File: src/hdl/sss_pkg.sv
`default_nettype none

package sss_pkg;

  // Field widths.
  localparam int SAMPLE_BITS  = 16;
  localparam int COUNT_BITS   = 16;
  localparam int FRAC_BITS    = 8;
  localparam int SUM_BITS     = 32;
  localparam int VALUE_BITS   = SAMPLE_BITS - 1;
  localparam int MEAN_BITS    = VALUE_BITS + FRAC_BITS;

  // Divider widths: the scaled sum and the part of it above the quotient bits.
  localparam int DVD_BITS     = SUM_BITS + FRAC_BITS;
  localparam int HI_BITS      = DVD_BITS - MEAN_BITS;
  localparam int CMP_BITS     = HI_BITS + COUNT_BITS;
  localparam int DIV_CNT_BITS = $clog2(MEAN_BITS);

  // Report kinds.
  localparam logic KIND_SEGMENT = 1'b0;
  localparam logic KIND_BATCH   = 1'b1;

  // One result beat.
  typedef struct packed {
    logic                  report_kind;
    logic [COUNT_BITS-1:0] segment_number;
    logic [COUNT_BITS-1:0] sample_count;
    logic                  segment_empty;
    logic [MEAN_BITS-1:0]  mean_q8;
    logic [VALUE_BITS-1:0] segment_min;
    logic                  batch_empty;
    logic [VALUE_BITS-1:0] max_value;
    logic [COUNT_BITS-1:0] max_segment;
    logic [COUNT_BITS-1:0] max_position;
    logic                  last;
  } report_t;

  // Commands from the controller to the datapath.
  typedef struct packed {
    logic upd;
    logic div_start;
    logic div_step;
    logic load_seg;
    logic batch;
    logic load_batch;
  } dp_cmd_t;

  // Status from the datapath to the controller.
  typedef struct packed {
    logic smp_pos;
    logic smp_neg;
  } dp_status_t;

endpackage

`default_nettype wire

File: src/hdl/sss_if.sv
`default_nettype none

// Sample channel.
interface sss_in_if;
  logic                                   valid;
  logic                                   ready;
  logic signed [sss_pkg::SAMPLE_BITS-1:0] sample;

  modport source (output valid, output sample, input ready);
  modport sink (input valid, input sample, output ready);
endinterface

// Report channel.
interface sss_out_if;
  logic                                valid;
  logic                                ready;
  logic                                report_kind;
  logic [sss_pkg::COUNT_BITS-1:0]      segment_number;
  logic [sss_pkg::COUNT_BITS-1:0]      sample_count;
  logic                                segment_empty;
  logic [sss_pkg::MEAN_BITS-1:0]       mean_q8;
  logic [sss_pkg::VALUE_BITS-1:0]      segment_min;
  logic                                batch_empty;
  logic [sss_pkg::VALUE_BITS-1:0]      max_value;
  logic [sss_pkg::COUNT_BITS-1:0]      max_segment;
  logic [sss_pkg::COUNT_BITS-1:0]      max_position;
  logic                                last;

  modport source (
    output valid, output report_kind, output segment_number, output sample_count,
    output segment_empty, output mean_q8, output segment_min, output batch_empty,
    output max_value, output max_segment, output max_position, output last,
    input ready
  );
  modport sink (
    input valid, input report_kind, input segment_number, input sample_count,
    input segment_empty, input mean_q8, input segment_min, input batch_empty,
    input max_value, input max_segment, input max_position, input last,
    output ready
  );
endinterface

`default_nettype wire

File: src/hdl/segmented_stream_statistics.sv
// A positive sample is taken in ST_IDLE, which it does not leave, and gives no report.
// A zero or negative sample closes its segment: the bit-serial mean divider steps through
// each quotient bit in ST_DIV; ST_WAIT loads its report; intake resumes back in ST_IDLE.
// A negative sample's batch report is offered in the cycle after its segment report is taken.
// A stalled report channel keeps the block in ST_WAIT, holding off intake.
// Reset (rst_ni low, asynchronous) starts an empty batch at segment 1 with no report pending.
`default_nettype none

module segmented_stream_statistics (
  input  wire logic  clk_i,
  input  wire logic  rst_ni,
  sss_in_if.sink     in_i,
  sss_out_if.source  out_o
);
  import sss_pkg::*;

  dp_cmd_t    cmd;
  dp_status_t status;
  report_t    report;
  logic       in_ready;
  logic       out_valid;

  sss_ctrl u_ctrl (
    .clk_i       (clk_i),
    .rst_ni      (rst_ni),
    .in_valid_i  (in_i.valid),
    .in_ready_o  (in_ready),
    .out_valid_o (out_valid),
    .out_ready_i (out_o.ready),
    .status_i    (status),
    .cmd_o       (cmd)
  );

  sss_datapath u_datapath (
    .clk_i    (clk_i),
    .rst_ni   (rst_ni),
    .sample_i (in_i.sample),
    .cmd_i    (cmd),
    .status_o (status),
    .report_o (report)
  );

  // Channel wiring.
  assign in_i.ready           = in_ready;
  assign out_o.valid          = out_valid;
  assign out_o.report_kind    = report.report_kind;
  assign out_o.segment_number = report.segment_number;
  assign out_o.sample_count   = report.sample_count;
  assign out_o.segment_empty  = report.segment_empty;
  assign out_o.mean_q8        = report.mean_q8;
  assign out_o.segment_min    = report.segment_min;
  assign out_o.batch_empty    = report.batch_empty;
  assign out_o.max_value      = report.max_value;
  assign out_o.max_segment    = report.max_segment;
  assign out_o.max_position   = report.max_position;
  assign out_o.last           = report.last;

endmodule

`default_nettype wire

File: src/hdl/sss_div.sv
`default_nettype none

// Radix-2 restoring divider for the segment mean: one quotient bit per step.
module sss_div (
  input  wire logic                           clk_i,
  input  wire logic                           start_i,
  input  wire logic                           step_i,
  input  wire logic [sss_pkg::SUM_BITS-1:0]   sum_i,
  input  wire logic [sss_pkg::COUNT_BITS-1:0] count_i,
  output logic      [sss_pkg::MEAN_BITS-1:0]  quotient_o,
  output logic                                ovf_o
);
  import sss_pkg::*;

  logic [DVD_BITS-1:0]   dvd;
  logic [HI_BITS-1:0]    hi;
  logic [CMP_BITS-1:0]   hi_x;
  logic [CMP_BITS-1:0]   cnt_x;
  logic [COUNT_BITS:0]   trial;
  logic [COUNT_BITS:0]   diff;
  logic                  fits;
  logic [COUNT_BITS-1:0] rem_q, rem_d;
  logic [MEAN_BITS-1:0]  quo_q, quo_d;
  logic                  ovf_q, ovf_d;

  // Scaled dividend; the bits above the quotient field seed the remainder.
  assign dvd   = DVD_BITS'(sum_i) << FRAC_BITS;
  assign hi    = dvd[DVD_BITS-1:MEAN_BITS];
  assign hi_x  = CMP_BITS'(hi);
  assign cnt_x = CMP_BITS'(count_i);

  // Trial subtraction of one step.
  assign trial = {rem_q, quo_q[MEAN_BITS-1]};
  assign diff  = trial - {1'b0, count_i};
  assign fits  = trial >= {1'b0, count_i};

  always_comb begin
    rem_d = rem_q;
    quo_d = quo_q;
    ovf_d = ovf_q;
    if (start_i) begin
      // A quotient that does not fit the field is clamped at the end.
      rem_d = COUNT_BITS'(hi);
      quo_d = dvd[MEAN_BITS-1:0];
      ovf_d = hi_x >= cnt_x;
    end else if (step_i) begin
      rem_d = fits ? diff[COUNT_BITS-1:0] : trial[COUNT_BITS-1:0];
      quo_d = {quo_q[MEAN_BITS-2:0], fits};
    end
  end

  always_ff @(posedge clk_i) begin
    rem_q <= rem_d;
    quo_q <= quo_d;
    ovf_q <= ovf_d;
  end

  assign quotient_o = quo_q;
  assign ovf_o      = ovf_q;

endmodule

`default_nettype wire

File: src/hdl/sss_datapath.sv
`default_nettype none

// Accumulators, batch maximum tracker, mean divider and report registers.
module sss_datapath (
  input  wire logic                                   clk_i,
  input  wire logic                                   rst_ni,
  input  wire logic signed [sss_pkg::SAMPLE_BITS-1:0] sample_i,
  input  wire sss_pkg::dp_cmd_t                       cmd_i,
  output sss_pkg::dp_status_t                         status_o,
  output sss_pkg::report_t                            report_o
);
  import sss_pkg::*;

  logic [VALUE_BITS-1:0] raw;
  logic [SUM_BITS:0]     sum_add;
  logic [COUNT_BITS-1:0] count_inc;
  logic                  count_sat;
  logic [MEAN_BITS-1:0]  quotient;
  logic                  ovf;
  logic [MEAN_BITS-1:0]  mean;
  report_t               seg_rpt;
  report_t               batch_rpt;

  logic [SUM_BITS-1:0]   sum_q, sum_d;
  logic [COUNT_BITS-1:0] count_q, count_d;
  logic [VALUE_BITS-1:0] min_q, min_d;
  logic [COUNT_BITS-1:0] index_q, index_d;
  logic [VALUE_BITS-1:0] bmax_q, bmax_d;
  logic [COUNT_BITS-1:0] mseg_q, mseg_d;
  logic [COUNT_BITS-1:0] mpos_q, mpos_d;
  logic                  seen_q, seen_d;
  report_t               hold_q, hold_d;
  report_t               report_q, report_d;

  // Sample classification.
  assign raw              = sample_i[VALUE_BITS-1:0];
  assign status_o.smp_neg = sample_i[SAMPLE_BITS-1];
  assign status_o.smp_pos = !sample_i[SAMPLE_BITS-1] && (sample_i != '0);

  // Saturating counter and sum.
  assign count_sat = (count_q == '1);
  assign count_inc = count_sat ? count_q : count_q + 1'b1;
  assign sum_add   = (SUM_BITS + 1)'(sum_q) + (SUM_BITS + 1)'(raw);

  sss_div u_div (
    .clk_i      (clk_i),
    .start_i    (cmd_i.div_start),
    .step_i     (cmd_i.div_step),
    .sum_i      (sum_q),
    .count_i    (count_q),
    .quotient_o (quotient),
    .ovf_o      (ovf)
  );

  // Mean with clamping; an empty segment reads zero.
  always_comb begin
    if (count_q == '0) begin
      mean = '0;
    end else if (ovf) begin
      mean = '1;
    end else begin
      mean = quotient;
    end
  end

  // Segment and batch summaries of the current state.
  always_comb begin
    seg_rpt                = '0;
    seg_rpt.report_kind    = KIND_SEGMENT;
    seg_rpt.segment_number = index_q;
    seg_rpt.sample_count   = count_q;
    seg_rpt.segment_empty  = (count_q == '0);
    seg_rpt.mean_q8        = mean;
    seg_rpt.segment_min    = (count_q == '0) ? '0 : min_q;
    seg_rpt.last           = !cmd_i.batch;

    batch_rpt                = '0;
    batch_rpt.report_kind    = KIND_BATCH;
    batch_rpt.segment_number = index_q;
    batch_rpt.batch_empty    = !seen_q;
    batch_rpt.max_value      = seen_q ? bmax_q : '0;
    batch_rpt.max_segment    = seen_q ? mseg_q : '0;
    batch_rpt.max_position   = seen_q ? mpos_q : '0;
    batch_rpt.last           = 1'b1;
  end

  // Next-state of the statistics.
  always_comb begin
    sum_d    = sum_q;
    count_d  = count_q;
    min_d    = min_q;
    index_d  = index_q;
    bmax_d   = bmax_q;
    mseg_d   = mseg_q;
    mpos_d   = mpos_q;
    seen_d   = seen_q;
    hold_d   = hold_q;
    report_d = report_q;

    // A data sample updates the segment and the batch maximum.
    if (cmd_i.upd) begin
      if ((count_q == '0) || (raw < min_q)) begin
        min_d = raw;
      end
      if (!count_sat) begin
        count_d = count_inc;
        sum_d   = sum_add[SUM_BITS] ? '1 : sum_add[SUM_BITS-1:0];
      end
      if (raw > bmax_q) begin
        bmax_d = raw;
        mseg_d = index_q;
        mpos_d = count_inc;
      end
      seen_d = 1'b1;
    end

    // Closing a segment captures its summary and starts the next one.
    if (cmd_i.load_seg) begin
      report_d = seg_rpt;
      sum_d    = '0;
      count_d  = '0;
      min_d    = '0;
      if (cmd_i.batch) begin
        hold_d  = batch_rpt;
        index_d = COUNT_BITS'(1);
        bmax_d  = '0;
        mseg_d  = '0;
        mpos_d  = '0;
        seen_d  = 1'b0;
      end else if (index_q != '1) begin
        index_d = index_q + 1'b1;
      end
    end

    // The batch summary follows once the segment summary is taken.
    if (cmd_i.load_batch) begin
      report_d = hold_q;
    end
  end

  always_ff @(posedge clk_i or negedge rst_ni) begin
    if (!rst_ni) begin
      sum_q   <= '0;
      count_q <= '0;
      min_q   <= '0;
      index_q <= COUNT_BITS'(1);
      bmax_q  <= '0;
      mseg_q  <= '0;
      mpos_q  <= '0;
      seen_q  <= 1'b0;
    end else begin
      sum_q   <= sum_d;
      count_q <= count_d;
      min_q   <= min_d;
      index_q <= index_d;
      bmax_q  <= bmax_d;
      mseg_q  <= mseg_d;
      mpos_q  <= mpos_d;
      seen_q  <= seen_d;
    end
  end

  // Report payload registers.
  always_ff @(posedge clk_i) begin
    hold_q   <= hold_d;
    report_q <= report_d;
  end

  assign report_o = report_q;

endmodule

`default_nettype wire

File: src/hdl/sss_ctrl.sv
`default_nettype none

// Sequencer: sample intake, divider stepping and report beat flow.
module sss_ctrl (
  input  wire logic                clk_i,
  input  wire logic                rst_ni,
  input  wire logic                in_valid_i,
  output logic                     in_ready_o,
  output logic                     out_valid_o,
  input  wire logic                out_ready_i,
  input  wire sss_pkg::dp_status_t status_i,
  output sss_pkg::dp_cmd_t         cmd_o
);
  import sss_pkg::*;

  typedef enum logic [2:0] {
    ST_IDLE = 3'b001,
    ST_DIV  = 3'b010,
    ST_WAIT = 3'b100
  } ctrl_state_e;

  localparam logic [DIV_CNT_BITS-1:0] DivLast = DIV_CNT_BITS'(MEAN_BITS - 1);

  ctrl_state_e             state_q, state_d;
  logic [DIV_CNT_BITS-1:0] cnt_q, cnt_d;
  logic                    batch_q, batch_d;
  logic                    out_valid_q, out_valid_d;
  logic                    pend_q, pend_d;
  logic                    in_acc;
  logic                    out_acc;
  logic                    close;
  logic                    free;

  // Handshake decode.
  assign in_ready_o  = (state_q == ST_IDLE);
  assign in_acc      = in_valid_i && in_ready_o;
  assign out_acc     = out_valid_q && out_ready_i;
  assign close       = in_acc && !status_i.smp_pos;
  assign free        = !pend_q && (!out_valid_q || out_ready_i);
  assign out_valid_o = out_valid_q;

  // Datapath commands.
  assign cmd_o.upd        = in_acc && status_i.smp_pos;
  assign cmd_o.div_start  = close;
  assign cmd_o.div_step   = (state_q == ST_DIV);
  assign cmd_o.load_seg   = (state_q == ST_WAIT) && free;
  assign cmd_o.batch      = batch_q;
  assign cmd_o.load_batch = out_acc && pend_q;

  // State sequencing.
  always_comb begin
    state_d = state_q;
    cnt_d   = cnt_q;
    batch_d = batch_q;
    unique case (state_q)
      ST_IDLE: begin
        if (close) begin
          state_d = ST_DIV;
          cnt_d   = '0;
          batch_d = status_i.smp_neg;
        end
      end
      ST_DIV: begin
        cnt_d = cnt_q + 1'b1;
        if (cnt_q == DivLast) begin
          state_d = ST_WAIT;
        end
      end
      ST_WAIT: begin
        if (free) begin
          state_d = ST_IDLE;
        end
      end
      default: begin
        state_d = ST_IDLE;
      end
    endcase
  end

  // Output register occupancy and the pending batch summary.
  always_comb begin
    out_valid_d = out_valid_q;
    pend_d      = pend_q;
    if (cmd_o.load_seg) begin
      out_valid_d = 1'b1;
      pend_d      = batch_q;
    end else if (cmd_o.load_batch) begin
      pend_d = 1'b0;
    end else if (out_acc) begin
      out_valid_d = 1'b0;
    end
  end

  always_ff @(posedge clk_i or negedge rst_ni) begin
    if (!rst_ni) begin
      state_q     <= ST_IDLE;
      cnt_q       <= '0;
      batch_q     <= 1'b0;
      out_valid_q <= 1'b0;
      pend_q      <= 1'b0;
    end else begin
      state_q     <= state_d;
      cnt_q       <= cnt_d;
      batch_q     <= batch_d;
      out_valid_q <= out_valid_d;
      pend_q      <= pend_d;
    end
  end

endmodule

`default_nettype wire

File: src/flat_wrapper.sv
// flat-port wrapper written by rule: the top's interface ports become plain ports
module segmented_stream_statistics_flat import sss_pkg::*;
  (clk_i, rst_ni, in_i_valid, in_i_sample, in_i_ready, out_o_valid, out_o_report_kind, out_o_segment_number, out_o_sample_count, out_o_segment_empty, out_o_mean_q8, out_o_segment_min, out_o_batch_empty, out_o_max_value, out_o_max_segment, out_o_max_position, out_o_last, out_o_ready);
  sss_in_if in_i_i ();
  sss_out_if out_o_i ();
  input  wire logic clk_i;
  input  wire logic rst_ni;
  input wire logic [$bits(in_i_i.valid)-1:0] in_i_valid;
  input wire logic [$bits(in_i_i.sample)-1:0] in_i_sample;
  output wire logic [$bits(in_i_i.ready)-1:0] in_i_ready;
  output wire logic [$bits(out_o_i.valid)-1:0] out_o_valid;
  output wire logic [$bits(out_o_i.report_kind)-1:0] out_o_report_kind;
  output wire logic [$bits(out_o_i.segment_number)-1:0] out_o_segment_number;
  output wire logic [$bits(out_o_i.sample_count)-1:0] out_o_sample_count;
  output wire logic [$bits(out_o_i.segment_empty)-1:0] out_o_segment_empty;
  output wire logic [$bits(out_o_i.mean_q8)-1:0] out_o_mean_q8;
  output wire logic [$bits(out_o_i.segment_min)-1:0] out_o_segment_min;
  output wire logic [$bits(out_o_i.batch_empty)-1:0] out_o_batch_empty;
  output wire logic [$bits(out_o_i.max_value)-1:0] out_o_max_value;
  output wire logic [$bits(out_o_i.max_segment)-1:0] out_o_max_segment;
  output wire logic [$bits(out_o_i.max_position)-1:0] out_o_max_position;
  output wire logic [$bits(out_o_i.last)-1:0] out_o_last;
  input wire logic [$bits(out_o_i.ready)-1:0] out_o_ready;
  assign in_i_i.valid = in_i_valid;
  assign in_i_i.sample = in_i_sample;
  assign in_i_ready = in_i_i.ready;
  assign out_o_valid = out_o_i.valid;
  assign out_o_report_kind = out_o_i.report_kind;
  assign out_o_segment_number = out_o_i.segment_number;
  assign out_o_sample_count = out_o_i.sample_count;
  assign out_o_segment_empty = out_o_i.segment_empty;
  assign out_o_mean_q8 = out_o_i.mean_q8;
  assign out_o_segment_min = out_o_i.segment_min;
  assign out_o_batch_empty = out_o_i.batch_empty;
  assign out_o_max_value = out_o_i.max_value;
  assign out_o_max_segment = out_o_i.max_segment;
  assign out_o_max_position = out_o_i.max_position;
  assign out_o_last = out_o_i.last;
  assign out_o_i.ready = out_o_ready;
  segmented_stream_statistics u_core (.clk_i(clk_i), .rst_ni(rst_ni), .in_i(in_i_i), .out_o(out_o_i));
endmodule
File: config.mk
export PLATFORM = sky130hd
export DESIGN_NAME = segmented_stream_statistics_flat
export DESIGN_NICKNAME = d
export VERILOG_FILES = /design/src/hdl/sss_pkg.sv /design/src/hdl/sss_if.sv /design/src/hdl/segmented_stream_statistics.sv /design/src/hdl/sss_div.sv /design/src/hdl/sss_datapath.sv /design/src/hdl/sss_ctrl.sv /design/src/flat_wrapper.sv
export SDC_FILE = /design/constraint.sdc
export NUM_CORES = 1
export LEC_CHECK = 0
export BUFFER_PORTS_ARGS = -buffer_cell sky130_fd_sc_hd__buf_2
export CAP_MARGIN = 20
export CORE_UTILIZATION = 50
export DETAILED_ROUTE_END_ITERATION = 10
export GPL_TIMING_DRIVEN = 0
export PLACE_DENSITY = 0.8
export SLEW_MARGIN = 20
export SYNTH_ARGS = -nofsm -noshare
export SYNTH_HDL_FRONTEND = slang
export SYNTH_SLANG_ARGS = --single-unit
export TNS_END_PERCENT = 5
File: constraint.sdc
create_clock -name clk_i -period 7.45 [get_ports clk_i]
set_input_delay 0 -clock clk_i [delete_from_list [all_inputs] [get_ports clk_i]]
set_output_delay 0 -clock clk_i [all_outputs]
set_load 0.01 [all_outputs]
Word level (Yosys, flattened, before mapping):

Index checks and enable logic that the tools add are counted.

* bits of input ports: 20
* output and inout port bits: 123
* register bits after elaboration: 363
* logic and storage cells: 135

* order comparisons: 4
* add/sub/neg operators: 5
* equality and inequality tests: 11
* muxes and demuxes: 49
* reduce and logical (&&, ||, !) cells: 33

Operators with widths (number)
* 16-bit 2-to-1 mux: 17
* 32-bit 2-to-1 mux: 4
* 121-bit 2-to-1 mux: 1
* 120-bit 2-to-1 mux: 1
* 15-bit 2-to-1 mux: 8
* 23-bit 2-to-1 mux: 4
* 17-bit by 16-bit greater-or-equal comparator with 1-bit output: 2
* 32-bit by 15-bit adder with 33-bit output: 1
* 16-bit by 1-bit adder with 16-bit output, second input constant: 2
* 16-bit == test, second input constant: 1
* 16-bit logical NOT: 1
* 16-bit != test, second input constant: 1
* 16-bit nonzero test: 1
* 16-bit subtractor: 1
* 15-bit greater-than comparator: 1
* 15-bit < comparator: 1
* 2-bit AND reduction: 7
* 2-bit nonzero test: 7
* 5-bit one-hot mux with 2 select lines: 1
* 3-bit 2-to-1 mux: 3
* 3-bit one-hot mux with 3 select lines: 1
* 1-bit logical AND: 8
* 1-bit 2-to-1 mux: 8
* 2-bit by 1-bit != test with 1-bit output, second input constant: 4
* 10 further kinds: 16

Longest topological paths before layout:

* word-level depth: 6
* gate-level depth with buffers: 13
* mapped depth without buffers: 11

Hierarchy:

A second synthesis with hierarchy kept.

* cell total of the unflattened synthesis: 1533
* area total of the unflattened synthesis: 17873.4 µm²

By module, submodules not included
* sss_datapath: sequential area each 8734.6 µm², instances 1, cells each 1172, area each 14311.2 µm²
* sss_div: sequential area each 1121.1 µm², instances 1, cells each 298, area each 2940.3 µm²
* sss_ctrl: sequential area each 276.5 µm², instances 1, cells each 63, area each 621.8 µm²

Worst setup path before layout:

OpenSTA, ideal clock, no wires.

* path kind: flip-flop to flip-flop
* start point: register u_core.u_ctrl.state_q[0]
* end point: register u_core.u_datapath.report_q, in the netlist u_core.u_datapath.report_o[0] (enable)
* arrival: 3400 ps
* clock period less this slack: 4462 ps
* setup time: 1062 ps
* required time: 6388 ps
* path buffers: 2
* setup slack: 2988 ps
* cell stages (with the launch flop): 6
* cells stage by stage: dfstp_2 > nor2_1 > nand4b_1 > clkbuf_1 > buf_1 > nand2_1

* cells in the longest elaborated chain, start to end: 3

RTL lines
* start, declared: RTL line sss_ctrl.sv:24 `ctrl_state_e state_q, state_d;`
* start signal, assigned: RTL line sss_ctrl.sv:102 `state_q <= state_d;`
* 3-bit == test: RTL line sss_ctrl.sv:46 `assign cmd_o.load_seg = (state_q == ST_WAIT) && free;`
* 1-bit logical AND: RTL line sss_ctrl.sv:46
* 2-bit nonzero test (no line)
* end signal, assigned: RTL line sss_datapath.sv:166 `report_q <= report_d;`
* end, declared: RTL line sss_datapath.sv:33 `report_t report_q, report_d;`

Every way passes these cells.
A chain may end at the register's enable or synchronous reset.

Final worst setup path:

* start point: register u_core.u_datapath.count_q[2]
* end point: register u_core.u_datapath.u_div.rem_q[8], data pin

* cells in the longest elaborated chain, start to end: 4
* elaborated cells between the ends (all ways): 5
* classes of those cells: add/sub (1); order compare (1); mux (3)

RTL lines
* start, declared: RTL line sss_datapath.sv:25 `logic [COUNT_BITS-1:0] count_q, count_d;`
* start signal, assigned: RTL line sss_datapath.sv:153 `count_q <= count_d;`
* 16-bit subtractor / 17-bit by 16-bit greater-or-equal comparator with 1-bit output (equally long branches): RTL line sss_div.sv:34, sss_div.sv:35
* 16-bit 2-to-1 mux *: RTL line sss_div.sv:47 `rem_d = fits ? diff[COUNT_BITS-1:0] : trial[COUNT_BITS-1:0];`
* 16-bit 2-to-1 mux *: RTL line sss_div.sv:46 `end else if (step_i) begin`
* 16-bit 2-to-1 mux *: RTL line sss_div.sv:41 `if (start_i) begin`
* via u_core.u_datapath.u_div.rem_d[8]: RTL line sss_div.sv:22 `logic [COUNT_BITS-1:0] rem_q, rem_d;`
* end signal, assigned: RTL line sss_div.sv:53 `rem_q <= rem_d;`
* end, declared: RTL line sss_div.sv:22

The timed path passes the listed nets; every way through them passes the cells marked *. The select of a mux whose other input is x is not followed.

==> impl_metrics.sql <==
INSERT INTO impl_metrics (metric_group, metric, value, unit) VALUES
('layout', 'layout-drive-gt1-share', '13.3', '%'),
('layout', 'layout.cells.non_filler', '2257', ''),
('synthesis', 'yosys-top-cells-area', 'sky130_fd_sc_hd__edfxtp_1 (38%), sky130_fd_sc_hd__dfrtp_1 (20%), sky130_fd_sc_hd__ha_1 (5.9%)', ''),
('global_route', 'first_global_vias', '12700', ''),
('placed_design', 'dp.cells', '2167', ''),
('route', 'vias_per_std_cell', '5.71', ''),
('synthesis', 'yosys_most_used_dff', 'sky130_fd_sc_hd__edfxtp_1', ''),
('global_route', 'grt_start_max_net_pins', '100', ''),
('timing', 'grt_setup_unrepaired', 'no', ''),
('timing', 'slew_viol_final', '0', ''),
('cts', 'worstSkewPairLatency', '0.54', 'ns'),
('synthesis', 'synth.yosys.warnings', '0', ''),
('synthesis', 'postSynthAreaPerCell', '11.0', 'um2'),
('placed_design', 'io_buffers', '142', ''),
('pwr', 'power_per_cell_area', '296', 'mW/mm2'),
('floorplanning', 'top_level_ports', '143', ''),
('route', 'drt-pass1-iter-count', '5', ''),
('global_route', 'grt_pass1_wl', '66100', 'um'),
('cts', 'numCtsBuffers', '38', ''),
('layout', 'finish.utilization', '60.0', '%'),
('route', 'initialDrtViolationCount', '1040', ''),
('timing', 'clock-skew-final', '0.0199', 'ns'),
('synthesis', 'synthesized_nets', '1676', ''),
('floorplanning', 'floorplan.die.width', '188', 'um'),
('cts', 'cts_tree', 'yes', ''),
('cts', 'cts.path.max_buffers', '3', ''),
('setup_path', 'timing.critical_path.fanout_max', '10', ''),
('setup_path', 'regToRegSetupSlack', '3.96', 'ns'),
('flow_run', 'max-cap-violations', '0', ''),
('setup_path', 'r2r.worst_path.cells', '13', ''),
('placed_design', 'finalWeightedCongestion', '0.905', ''),
('floorplanning', 'floorplan.core_area', '0.0337', 'mm2'),
('synthesis', 'dominant_cell_type_by_area_after_synthesis', 'sky130_fd_sc_hd__edfxtp_1', ''),
('setup_path', 'type_of_element_launching_the_critical_path', 'flip-flop', ''),
('cts', 'clock-sinks', '363', ''),
('floorplanning', 'die_h', '188', 'um'),
('timing', 'final.min_clock_period', '3.49', 'ns'),
('timing', 'worst-slew-pin-transition', '0.918', 'ns'),
('pwr', 'irDropWorstVdd', '170', 'uV'),
('setup_path', 'timing_worst_setup_path_type', 'flip-flop to flip-flop', ''),
('timing', 'max_freq', '287', 'MHz'),
('layout', 'design.final.nets', '1882', ''),
('route', 'wire_per_inst', '18.6', 'um'),
('synthesis', 'syn_inst', '1573', ''),
('timing', 'final_min_period_over_clock_period', '46.8', '%'),
('global_route', 'global_route.usage.total', '23.6', '%'),
('synthesis', 'synth_top_area_share', '37.8', '%'),
('cts', 'post_cts_hold_buffer_count', '20', ''),
('pwr', 'total_leakage_power', '0.00841', 'uW'),
('timing', 'timing.final.setup_violations', '0', ''),
('floorplanning', 'row_count', '67', ''),
('setup_path', 'timing.critical_path.required', '7.82', 'ns'),
('cts', 'cts_setup_buffers', '0', ''),
('layout', 'antennaDiodeCount', '0', ''),
('cts', 'cts.repair.resized', '0', ''),
('run_status', 'status', 'finished, final reports clean', ''),
('setup_path', 'worst_r2r_endpoint', 'u_core.u_datapath.u_div.rem_q[8]', ''),
('synthesis', 'post_synthesis_sequential_element_count', '363', ''),
('synthesis', 'synth_enable_flop_cells', '217', ''),
('floorplanning', 'die_area', '0.0352', 'mm2'),
('floorplanning', 'initial_core_util', '51.2', '%'),
('route', 'route.final.wire_length', '41900', 'um'),
('setup_path', 'timing.critical_path.arrival', '3.86', 'ns'),
('synthesis', 'synth_cell_type_count', '65', ''),
('setup_path', 'regToRegStartpoint', 'u_core.u_datapath.count_q[2]', ''),
('global_route', 'grt-ovfl-total', '0', ''),
('layout', 'area_delta_synth_final', '17.1', '%'),
('timing', 'slew_headroom', '38.3', '%'),
('cts', 'htreeDepth', '2', ''),
('timing', 'finalSetupTns', '0', 'ns'),
('route', 'drt_drc_violations_left', '0', ''),
('setup_path', 'critical_path.endpoint_type', 'flip-flop', ''),
('route', 'ant_nets', '0', ''),
('synthesis', 'netlist_area', '0.0172', 'mm2'),
('cts', 'clk_pin_slew_worst_paths', '0.06', 'ns'),
('cts', 'root_buffer', 'sky130_fd_sc_hd__clkbuf_16', ''),
('global_route', 'grt_antenna_before_repair', '0', ''),
('synthesis', 'synth-seq-area-share', '58.7', '%'),
('placed_design', 'hpwlAfterDp', '28700', 'um'),
('timing', 'final_hold_viol_count', '0', ''),
('synthesis', 'share_of_async_settable_or_async_resettable_flops_after_synthesis', '38.0', '%'),
('min_path', 'class_of_the_most_critical_hold_timing_path', 'primary input to async pin', ''),
('route', 'vias', '12900', '');
## state kept, by name, indices dropped and copies added, names as in the netlist
name	flops
u_core.u_ctrl.pend_q	1
u_core.u_datapath.seen_q	1
u_core.u_datapath.mpos_q	16
u_core.u_ctrl.batch_q	1
u_core.u_datapath.report_o	121
u_core.u_datapath.min_q	15
u_core.u_datapath.u_div.quotient_o	23
u_core.u_ctrl.cnt_q	5
u_core.u_ctrl.state_q	3
u_core.u_datapath.mseg_q	16
u_core.u_datapath.count_q	16
u_core.u_datapath.hold_q	64
u_core.u_datapath.u_div.ovf_o	1
u_core.u_datapath.u_div.rem_q	16
u_core.u_ctrl.out_valid_o	1
u_core.u_datapath.bmax_q	15
u_core.u_datapath.index_q	16
u_core.u_datapath.sum_q	32
## where the power goes
group / internal, uW / leakage (uW) / switching, uW
Combinational: 565 / 0.00397 / 837
Clock: 1210 / 0.000656 / 810
Sequential: 2380 / 0.00378 / 174
Total: 4160 / 0.00841 / 1820
## worst max path at each step
stage	start	slack (ns)	endpoint	cells past startpoint
2_1_floorplan	u_core.u_ctrl.state_q[0]	2.99	u_core.u_datapath.report_o[0]	5
3_3_place_gp	u_core.u_ctrl.state_q[0]	1.23	u_core.u_datapath.report_o[89]	5
3_5_place_dp	u_core.u_datapath.count_q[1]	4.09	u_core.u_datapath.u_div.rem_q[14]	12
4_1_cts	u_core.u_datapath.count_q[1]	4.07	u_core.u_datapath.u_div.rem_q[14]	12
5_1_grt	u_core.u_datapath.count_q[2]	3.77	u_core.u_datapath.u_div.rem_q[6]	13
6_report	u_core.u_datapath.count_q[2]	3.96	u_core.u_datapath.u_div.rem_q[8]	13
## routing by layer
layer	up-vias	share of wire, %	global-route usage (%)
li1	6009	-	-
met1	6200	41	30.5
met2	563	48	38.9
met3	114	8.1	4.87
met4	0	3.4	9.54
met5	-	0	0
## critical path: stages (launching register included)
cell and delay, ns:
sky130_fd_sc_hd__dfrtp_1 0.33, sky130_fd_sc_hd__buf_2 0.21, sky130_fd_sc_hd__inv_1 0.16, sky130_fd_sc_hd__ha_1 0.40
sky130_fd_sc_hd__a21oi_1 0.17, sky130_fd_sc_hd__o21ai_0 0.27, sky130_fd_sc_hd__a211oi_1 0.59, sky130_fd_sc_hd__o211ai_1 0.18
sky130_fd_sc_hd__o21a_1 0.14, sky130_fd_sc_hd__buf_2 0.20, sky130_fd_sc_hd__inv_2 0.14, sky130_fd_sc_hd__buf_2 0.26
sky130_fd_sc_hd__nand2_1 0.09, sky130_fd_sc_hd__a31oi_1 0.19
## logic make-up after synthesis
family	Yosys count	share of synthesized area, %
adders and majority gates	83	6.11
and+or+nand+nor	608	16.6
xor gates and xnor gates	47	2.39
buffers and inverters	140	3.17
AOI/OAI and AO/OA	302	11.3
muxes	30	1.74
DFF	363	58.7
## area by class of cell
class / count / area, um2
Buffer: 73 / 299
Fill cell: 2661 / 13500
Sequential cell: 363 / 10100
Clock inverter: 25 / 352
Tap cell: 448 / 561
Timing Repair Buffer: 166 / 1030
Inverter: 67 / 251
Clock buffer: 45 / 997
Multi-Input combinational cell: 1070 / 6580
## synthesized netlist by cell type (all sizes together) (4+ instances only)
cell type,n
nand2b,7
and4,6
o21a,13
xnor2,22
o21ai,66
and3,18
a211oi,8
and2,88
nor2b,9
nor2,227
nand3,42
or3,7
nand2,143
buf,22
a21o,19
a31oi,28
clkbuf,51
dfrtp,136
edfxtp,217
o21bai,6
a22o,31
nand3b,4
inv,67
ha,81
dfxtp,8
nand4,20
o31ai,6
a311oi,6
a41oi,4
nor4,11
mux2i,30
xor2,25
nor3,15
a21oi,94
## stage by stage
| step | worst slack (ns) | instance area, um2 | total power (uW) | hold slack (ns) |
|---|---|---|---|---|
| after global placement | 1.23 | 18500 | 3850 | 0.307 |
| final | 3.96 | 20200 | 5980 | 0.00299 |
| after floorplan | 2.99 | 17200 | 3540 | -0.296 |
| after CTS | 4.07 | 20200 | 5960 | 0.00394 |
| after global routing | 3.77 | 20200 | 6270 | 0.0213 |
| after detailed placement | 4.09 | 18600 | 3920 | -0.0917 |
## cells in the final DEF, fill, tap and decap left out, drive strengths merged, types with 66 or more instances in the layout
master,n
o21ai,66
nor2,227
nand2,143
inv,67
clkbuf,96
edfxtp,217
a21oi,94
dfrtp,136
ha,81
buf,169
and2,88
(Power assumes the default switching activity.)
